$ cat config.mk
export PLATFORM = sky130hd
export DESIGN_NAME = btmx_ctrl
export DESIGN_NICKNAME = d
export VERILOG_FILES = /design/src/hdl/btmx_pkg.sv /design/src/hdl/btmx_ctrl.sv
export SDC_FILE = /design/constraint.sdc
export NUM_CORES = 1
export LEC_CHECK = 0
export BUFFER_PORTS_ARGS = -buffer_cell sky130_fd_sc_hd__buf_2
export CORE_MARGIN = 4
export CORE_UTILIZATION = 31
export CTS_CLUSTER_SIZE = 25
export DETAILED_ROUTE_END_ITERATION = 7
export GPL_ROUTABILITY_DRIVEN = 0
export PLACE_DENSITY = 0.64
export SLEW_MARGIN = 20
export SYNTH_ARGS = -nofsm -noshare
export SYNTH_HDL_FRONTEND = slang
export SYNTH_SLANG_ARGS = --single-unit
$ cat constraint.sdc
create_clock -name clock -period 1.45 [get_ports clock]
set_input_delay 0.2175 -clock clock [delete_from_list [all_inputs] [get_ports clock]]
set_output_delay 0.2175 -clock clock [all_outputs]
set_load 0.02 [all_outputs]
$ cat src/hdl/btmx_pkg.sv
// Shared types and constants for the binary trie max-xor block.
// Used by the controller, the datapath, the top level and the port checker.
`default_nettype none

package btmx_pkg;

   localparam int KEY_BITS      = 31;
   localparam int NODES         = 65536;
   localparam int COUNT_BITS    = 20;

   localparam int NODE_BITS     = $clog2(NODES);
   localparam int NFREE_BITS    = NODE_BITS + 1;
   localparam int LVL_BITS      = $clog2(KEY_BITS);
   localparam int NEED_BITS     = $clog2(KEY_BITS + 1);

   localparam int VALUE_BITS    = 31;
   localparam int ANSWER_BITS   = 31;
   localparam int REQ_DATA_BITS = ((VALUE_BITS + 7) / 8) * 8;
   localparam int RSP_DATA_BITS = ((ANSWER_BITS + 7) / 8) * 8;
   localparam int MODE_BITS     = 2;
   localparam int STATUS_BITS   = 2;

   typedef enum logic [MODE_BITS-1:0] {
      MODE_INSERT = 2'd0,
      MODE_DELETE = 2'd1,
      MODE_QUERY  = 2'd2
   } mode_type;

   typedef enum logic [STATUS_BITS-1:0] {
      STAT_OK     = 2'd0,
      STAT_FULL   = 2'd1,
      STAT_ABSENT = 2'd2
   } status_type;

   typedef enum logic [2:0] {
      S_IDLE,
      S_WALK,
      S_PREP,
      S_UPDATE,
      S_FINISH
   } state_type;

   // One child slot. The count of a node lives in its parent's slot.
   typedef struct packed {
      logic [COUNT_BITS-1:0] cnt;
      logic [NODE_BITS-1:0]  lnk;
   } slot_type;

   typedef slot_type [1:0] node_word_type;

   localparam int WORD_BITS = $bits(node_word_type);

   typedef struct packed {
      logic       load;
      logic       restart;
      logic       step;
      logic       update;
      logic       finish;
      status_type fin_status;
   } dp_cmd_type;

   typedef struct packed {
      mode_type mode;
      logic     last;
      logic     link_empty;
      logic     count_full;
      logic     path_absent;
      logic     query_dead;
      logic     pool_short;
   } dp_stat_type;

endpackage

`default_nettype wire

$ cat src/hdl/btmx_ctrl.sv
// Sequencer for the trie walks: check pass, pool check, update pass, result hand-off.
// Depends on btmx_pkg.
`default_nettype none

module btmx_ctrl (
   input  wire logic                             clock,
   input  wire logic                             reset,
   input  wire logic                             req_tvalid,
   output logic                                  req_tready,
   input  wire logic [btmx_pkg::MODE_BITS-1:0]   req_tuser,
   output logic                                  rsp_tvalid,
   input  wire logic                             rsp_tready,
   output btmx_pkg::dp_cmd_type                  cmd,
   input  wire btmx_pkg::dp_stat_type            stat
);
   import btmx_pkg::*;

   state_type  state_ff, state_in;
   status_type status_ff, status_in;
   logic       rsp_valid_ff, rsp_valid_in;

   always_ff @(posedge clock) begin
      if (reset) begin
         state_ff     <= S_IDLE;
         status_ff    <= STAT_OK;
         rsp_valid_ff <= 1'b0;
      end else begin
         state_ff     <= state_in;
         status_ff    <= status_in;
         rsp_valid_ff <= rsp_valid_in;
      end
   end

   always_comb begin
      state_in     = state_ff;
      status_in    = status_ff;
      rsp_valid_in = rsp_valid_ff && !rsp_tready;
      cmd          = '0;
      cmd.fin_status = status_ff;
      req_tready   = 1'b0;

      case (state_ff)
         S_IDLE: begin
            req_tready = 1'b1;
            if (req_tvalid) begin
               cmd.load  = 1'b1;
               status_in = STAT_OK;
               if (req_tuser inside {MODE_INSERT, MODE_DELETE, MODE_QUERY}) begin
                  state_in = S_WALK;
               end else begin
                  state_in = S_FINISH;
               end
            end
         end

         S_WALK: begin
            cmd.step = 1'b1;
            case (stat.mode)
               MODE_INSERT: begin
                  if (stat.link_empty) begin
                     state_in = S_PREP;
                  end else if (stat.count_full) begin
                     status_in = STAT_FULL;
                     state_in  = S_FINISH;
                  end else if (stat.last) begin
                     state_in = S_PREP;
                  end
               end
               MODE_DELETE: begin
                  if (stat.path_absent) begin
                     status_in = STAT_ABSENT;
                     state_in  = S_FINISH;
                  end else if (stat.last) begin
                     state_in = S_PREP;
                  end
               end
               MODE_QUERY: begin
                  if (stat.query_dead || stat.last) begin
                     state_in = S_FINISH;
                  end
               end
               default: state_in = S_FINISH;
            endcase
         end

         S_PREP: begin
            cmd.restart = 1'b1;
            if (stat.mode == MODE_INSERT && stat.pool_short) begin
               status_in = STAT_FULL;
               state_in  = S_FINISH;
            end else begin
               state_in = S_UPDATE;
            end
         end

         S_UPDATE: begin
            cmd.step   = 1'b1;
            cmd.update = 1'b1;
            if (stat.last) begin
               state_in = S_FINISH;
            end
         end

         S_FINISH: begin
            // Wait for the output register to drain before overwriting it.
            if (!rsp_valid_ff || rsp_tready) begin
               cmd.finish   = 1'b1;
               rsp_valid_in = 1'b1;
               state_in     = S_IDLE;
            end
         end

         default: state_in = S_IDLE;
      endcase
   end

   assign rsp_tvalid = rsp_valid_ff;

endmodule

`default_nettype wire

Yosys cells after proc, flatten, opt, wreduce, memory -nomap -nowiden. Index checks and enable logic that the tools add are counted.

Register bits: 6. Input port bits: 14. Output and inout bits: 9. Word-level logic and storage cells: 63.

Equal/unequal tests: 17. Mux-type cells: 29. Reductions and logical operators: 14.

Operator list (count): two-way mux 3 bit (10); case mux 3 bit (5 select lines) (1); inequality test 3 bit, second input constant (4); two-way mux 1 bit (10); two-way mux 2 bit (5); case mux 3 bit (3 select lines) (1); inequality test 2 bit, second input constant (4); AND reduction 7 bit (1); equality test 3 x 2 -> 1 bit, second input constant (2); case mux 2 bit (3 select lines) (1); nonzero test 3 bit (2); equality test 2 x 1 -> 1 bit, second input constant (2); equality test 2 bit, second input constant (2); zero test 2 bit (2); case mux 2 bit (2 select lines) (1); AND reduction 4 bit (1); equality test 3 x 1 -> 1 bit, second input constant (1); equality test 3 bit, second input constant (1); zero test 3 bit (1); inequality test 3 x 2 -> 1 bit, second input constant (1); logical AND 1 bit (2); zero test 1 bit (2); logical OR 1 bit (2); OR reduction 2 bit (1).

Longest topological paths before layout. Gate-level depths: netlist (run 1).

Depth after elaboration: 5. Gate-level depth with buffers: 5. Gate-level depth less buffers: 4.

Worst setup path after synthesis (run 1). Ideal clock, no wire load.

Kind: flip-flop to output port. Start point: register state_ff[0]. End point: output cmd[6] in the netlist's numbering. Arrival time: 1383 ps. Setup slack: -150 ps. Stages on the path, launching flop included: 4. Path buffers: 1. Cells stage by stage: dfxtp_1 buf_2 nor3_1 and2_1.

RTL lines: start: declaration (RTL line btmx_ctrl.sv:18) `state_type state_ff, state_in;`; start signal: assignment (RTL line btmx_ctrl.sv:28) `state_ff <= state_in;`; end: declaration (RTL line btmx_ctrl.sv:13) `output btmx_pkg::dp_cmd_type cmd,`.

Worst setup path after layout (run 1).
Start point: register state_ff[1]. End point: register state_ff[0].

Cells in the longest elaborated chain, start to end: 3.

RTL lines: equality test 3 x 1 -> 1 bit (tied with other cells) (RTL line btmx_ctrl.sv:42) `case (state_ff)`; inequality test 3 bit (no source line) or inequality test 2 bit (tied branches); AND reduction 4 bit (no source line).

Several ways; a longest one is shown, not always the timed one. A chain may end at the register's enable or synchronous reset.

==> impl_results.md, run 1 <==
- Share of layout cells above drive strength 1: 0.532
- H-tree depth: 1
- Total grt overflow: 0
- Dpl cell area: 648 um^2
- Synth area leaders: dfxtp_1, a21oi_1, a311oi_4
- First-pass GRT wire length: 2100 um
- Pre-CTS setup slack: -73.9 ps
- Row Count: 13
- I/O pin count: 23
- Signal arrival time at the worst endpoint: 1550 ps
- PD cells: 805 nW/um^2
- Fin crit period: 1390 ps
- Post-synth top area share: 0.257
- Gate Count Post-Synth: 59
- Min Hold Slack: 250 ps
- Worst Max-Slew Pin Slew: 295 ps
- Fmax: 0.721 GHz
- Max-Cap Viols: 0
- Syn Area/Cell: 7.91 um^2
- DR iter-0 viols: 13
- Initial DRT Pass Iterations: 4
- Initial antenna violation count: 0
- Final setup vio count: 0
- Die X: 46.8 um
- R2r setup slk: 60 ps
- Slew HR: 0.802
- Dpl hpwl: 1070 um
- Area delta synth->final: 60.3%
- Yosys warnings: 0
- Die Y: 46.8 um
- Placed Instances: 101
- CP startpoint: state_ff[1]
- Clock-pin slew on the worst setup and hold paths: 40 ps
- Hold Vio Cnt, Final: 0
- CTS root buf: clkbuf_4
- Critical setup path kind: reg2reg
- Design area: 748 um^2
- Final Max Tran Viols: 0
- Commonest cells after routing, fill and taps aside: buf_2, buf_4, nand2_1, a21oi_1
- Number of distinct library cells after synthesis: 31
- Tot Pwr: 0.602 mW
- Post-route ant nets: 0
- Mapped Nets: 73
- Outcome: finished clean
- Fin nets: 110
- TritonCTS Buffers: 3
- Post-synthesis cell area: 467 um^2
- Post-route setup TNS: 0 ps
- GRT Util Overall: 0.133
- Most common cell after layout, fill and taps aside: buf_2
- CTS tree: built
- Largest net degree at the start of global routing: 13
- Util after Layout: 0.548
- Setup Skew: 3.37 ps
- Nature of the critical path endpoint: flip-flop
- Vias after detailed routing: 599
- Cell taking the most area after synthesis: dfxtp_1
- Full die area: 2190 um^2
- Worst hold-check path type: in2reg
- CTS Hold Bufs: 0
- RSZ-0062 raised after global routing: true
- Diode count: 0
- Worst-Skew Late Latency: 240 ps
- Clk sinks: 6
- Seq/Total Area, Yosys: 0.257
- Compound-Gate Fraction of Synth Area: 0.346
- Initial Util: 0.342
- Post-Synth Adder-Cell Area: 0
- # DRC: 0
- XOR/XNOR Fraction of Synth Area: 0
- Vias in the first global route: 519
- Startpoint types: flip-flop
- Core Region: 1370 um^2
- HP Start: reset
- WP data required: 1610 ps
- Final WS setup: 62.7 ps
- LEAKAGE: 0.347 nW
- Largest family of logic cells by synthesized area: compound AO/OA/AOI/OAI gates
- Clock Path Buffers: 2
- PortBufs: 22
- Via density: 5.50
- Synth Register Bits: 6
- Worst-path fanout max: 8
- Peak VDD IR: 0.000660 V
- Post-Synth Simple-Gate Area: 0.338
- WL/cell: 13.3 um
- Final period util: 0.957
- Final WL: 1450 um
- Post-Layout Cell Count: 109
- FF-to-FF Start: state_ff[1]
- Proportion of synthesized area in mux cells: 0
==> synthesized netlist by cell type (all sizes together) <==
library cell	number
a21oi	6
dfxtp	6
nand2	6
nor3	4
nor3b	3
o21ai	3
a22oi	2
a31oi	2
and2	2
buf	2
inv	2
nor2	2
nor2b	2
or3b	2
a211oi	1
a21o	1
a311oi	1
and3	1
and4	1
clkbuf	1
nand2b	1
nand3	1
nand4	1
o21ba	1
o21bai	1
o2bb2ai	1
o31ai	1
o32ai	1
or2b	1
==> worst max-delay path, cell delays in order, from the launching register on <==
cell       delay, ps
dfxtp_2          320
buf_6            130
buf_4            140
nor2_1           180
nand2_1          110
o31ai_1          280
o2bb2ai_1        150
==> flip-flops by register name, indices dropped and copies added (netlist names) <==
signal and count:
state_ff 3, status_ff 2, rsp_tvalid 1
==> repair_timing <==
item                                    CTS  global route
pin swaps                                 0             2
buffers inserted                          0             4
gates resized for setup                   5             7
endpoints found under the setup margin    2             5
cloned                                    0             1
==> final timing paths <==
kind	end	cells past startpoint
worst max-delay path	state_ff[0]	6
worst min-delay path	status_ff[0]	2
worst max register to register	state_ff[0]	6
worst min register to register	state_ff[2]	2
==> final cells by class <==
cell class	instances	area [um^2]
well taps	15	18.8
repair buffers	35	219
fillers	142	618
multi-input cells	48	357
clock buffers	3	22.5
flip-flops and latches	6	124
inverters	2	7.51
==> logic make-up (layout without fill, tap and decap cells) <==
| family | after synthesis | after routing |
|---|---|---|
| and+or+nand+nor | 27 | 27 |
| AOI/OAI and AO/OA | 21 | 21 |
| DFF | 6 | 6 |
| buffers and inverters | 5 | 40 |
==> report_power, final <==
part | total, mW | leakage [nW] | internal (mW) | switching, mW
clock network | 0.146 | 0.0138 | 0.0931 | 0.0532
logic | 0.258 | 0.283 | 0.130 | 0.128
registers | 0.198 | 0.0502 | 0.180 | 0.0171
==> routing by layer <==
layer,up-vias,part of all wire,track usage
met4,0,0,0.0387
met1,281,0.44,0.154
met2,23,0.48,0.217
met5,-,0,0
met3,0,0.086,0.0651
li1,295,-,-
(Power assumes the default switching activity.)
==> run 2: changes to the inputs <==
--- a/config.mk
+++ b/config.mk
@@ -5,13 +5,12 @@
 export SDC_FILE = /design/constraint.sdc
 export NUM_CORES = 1
 export LEC_CHECK = 0
-export BUFFER_PORTS_ARGS = -buffer_cell sky130_fd_sc_hd__buf_2
 export CORE_MARGIN = 4
 export CORE_UTILIZATION = 31
 export CTS_CLUSTER_SIZE = 25
 export DETAILED_ROUTE_END_ITERATION = 7
+export DONT_BUFFER_PORTS = 1
 export GPL_ROUTABILITY_DRIVEN = 0
-export PLACE_DENSITY = 0.64
 export SLEW_MARGIN = 20
 export SYNTH_ARGS = -nofsm -noshare
 export SYNTH_HDL_FRONTEND = slang
==> impl_results.md, run 2 (synthesis gave the netlist of run 1 again) <==
- Outcome: finished clean (unchanged)
- Clock-pin slew on the worst setup and hold paths: 50 ps (was 40 ps)
- Slowest cell delay on critical path: 610 ps (was 320 ps)
- Combinational share of power: 0.329 (was 0.429)
- Worst hold-check path type: in2reg (unchanged)
- DR iter-0 viols: 19 (was 13)
- Worst path bufs/invs: 0 (was 2)
- Signal arrival time at the worst endpoint: 1220 ps (was 1550 ps)
- Area delta synth->final: 22.3% (was 60.3%)
- Initial Util: 0.342 (unchanged)
- M1 WL: 557 um (was 631 um)
- Most common cell after layout, fill and taps aside: buf_4 (was buf_2)
- TritonCTS Buffers: 3 (unchanged)
- FF-to-FF Start: state_ff[2] (was state_ff[1])
- Util after Layout: 0.418 (was 0.548)
- Final period util: 0.988 (was 0.957)
- Met2 wire len: 565 um (was 689 um)
- Startpoint types: flip-flop (unchanged)
- Final Max Tran Viols: 0 (unchanged)
- Commonest cells after routing, fill and taps aside: buf_4, nand2_1, a21oi_1, dfxtp_1 (was buf_2, buf_4, nand2_1, a21oi_1)
- PortBufs: 0 (was 22)
- CP delay by family, top: flip-flops (was compound AO/OA/AOI/OAI gates)
- Fin crit period: 1430 ps (was 1390 ps)
- PD cells: 937 nW/um^2 (was 805 nW/um^2)
- Share of layout cells above drive strength 1: 0.288 (was 0.532)
- CTS Hold Bufs: 0 (unchanged)
- Tot Pwr: 0.534 mW (was 0.602 mW)
- Clock Power Share: 0.291 (was 0.243)
- Die Y: 46.8 um (unchanged)
- Peak VDD IR: 0.000438 V (was 0.000660 V)
- Fmax: 0.698 GHz (was 0.721 GHz)
- Max reg flops: 3 (unchanged)
- LEAKAGE: 0.215 nW (was 0.347 nW)
- WL/cell: 15.3 um (was 13.3 um)
- Diode count: 0 (unchanged)
- Internal power: 0.354 mW (was 0.403 mW)
- Dpl hpwl: 905 um (was 1070 um)
- Fin nets: 82 (was 110)
- CTS root buf: clkbuf_4 (unchanged)
- GRT Util Overall: 0.120 (was 0.133)
- Clock Path Buffers: 2 (unchanged)
- Post-route ant nets: 0 (unchanged)
- H-tree depth: 1 (unchanged)
- CTS tree: built (unchanged)
- Reg with most FFs: state_ff (unchanged)
- Highest routed layer: met3 (unchanged)
- RSZ-0062 raised after global routing: true (unchanged)
- Worst path cell trace: and3_1 (was buf_6 > buf_4 > nor2_1 > nand2_1 > o31ai_1 > o2bb2ai_1)
- Sw Ratio: 0.337 (was 0.330)
- Sequential share of power: 0.380 (was 0.328)
- Row Count: 13 (unchanged)
- Worst-Skew Late Latency: 250 ps (was 240 ps)
- Worst-path fanout max: 8 (unchanged)
- Initial antenna violation count: 0 (unchanged)
- Initial DRT Pass Iterations: 4 (unchanged)
- Via density: 5.93 (was 5.50)
- End of the critical path: cmd[2] (was state_ff[0])
- I/O pin count: 23 (unchanged)
- Nature of the critical path endpoint: primary output (was flip-flop)
- Final setup vio count: 0 (unchanged)
- Core Region: 1370 um^2 (unchanged)
- Setup Skew: 4.82 ps (was 3.37 ps)
- Hold Vio Cnt, Final: 0 (unchanged)
- Vias after detailed routing: 480 (was 599)
- # DRC: 0 (unchanged)
- Die X: 46.8 um (unchanged)
- Slew HR: 0.665 (was 0.802)
- Reg2reg end: state_ff[0] (unchanged)
- CP startpoint: state_ff[2] (was state_ff[1])
- WP data required: 1230 ps (was 1610 ps)
- Max-Cap Viols: 0 (unchanged)
- Worst Max-Slew Pin Slew: 498 ps (was 295 ps)
- R2r worst-path depth: 5 (was 6)
- R2r setup slk: 90 ps (was 60 ps)
- Vias in the first global route: 451 (was 519)
- Critical setup path kind: reg2out (was reg2reg)
- Crit path depth: 1 (was 6)
- Sw Pwr: 0.180 mW (was 0.199 mW)
- Largest net degree at the start of global routing: 13 (unchanged)
- Full die area: 2190 um^2 (unchanged)
- Total grt overflow: 0 (unchanged)
- Clk sinks: 6 (unchanged)
- Metal3 WL: 119 um (was 125 um)
- Final WL: 1240 um (was 1450 um)
- Critical path's slowest cell: dfxtp_1 (was dfxtp_2)
- First-pass GRT wire length: 1810 um (was 2100 um)
## run 2: timing repair
action	in CTS	in global routing
setup endpoints to repair	0	3
buffers inserted	0	1
resized for setup	0	6
## run 2: power groups by stage
stage               sequential, mW  clock [mW]  combinational, mW
floorplan                    0.200           0              0.129
global placement             0.204           0              0.162
detailed placement           0.205           0              0.161
CTS                          0.202       0.160              0.163
global route                 0.206       0.167              0.193
finish                       0.203       0.156              0.176
## run 2: through the flow
stage               instances  cell area, um^2  TNS (ps)  hold slack [ps]  setup WS, ps
floorplan                  59              479         0              282          3.05
global placement           77              523         0              287          55.4
global route               81              571     -69.3             22.8         -44.7
finish                     81              571         0             29.6          17.4
CTS                        80              546         0             25.3          3.29
detailed placement         77              523         0              286          52.4
## run 2: layout make-up
class | instances | area (um^2)
flip-flops and latches | 6 | 120
well taps | 15 | 18.8
clock buffers | 3 | 22.5
repair buffers | 7 | 52.6
fillers | 147 | 796
multi-input cells | 48 | 349
inverters | 2 | 7.51
## run 2: how the worst min path moves through the flow
stage	startpoint	to	slack [ps]	depth (start not counted)
floorplan	reset	status_ff[0]	280	1
global placement	reset	status_ff[0]	290	1
detailed placement	reset	status_ff[0]	290	1
CTS	reset	status_ff[0]	30	1
global route	reset	status_ff[0]	20	1
finish	reset	status_ff[0]	30	1
## run 2: layer usage
metal,vias up,global-route usage
met5,-,0
met4,0,0.0718
met3,0,0.0536
met1,222,0.149
li1,237,-
met2,21,0.168
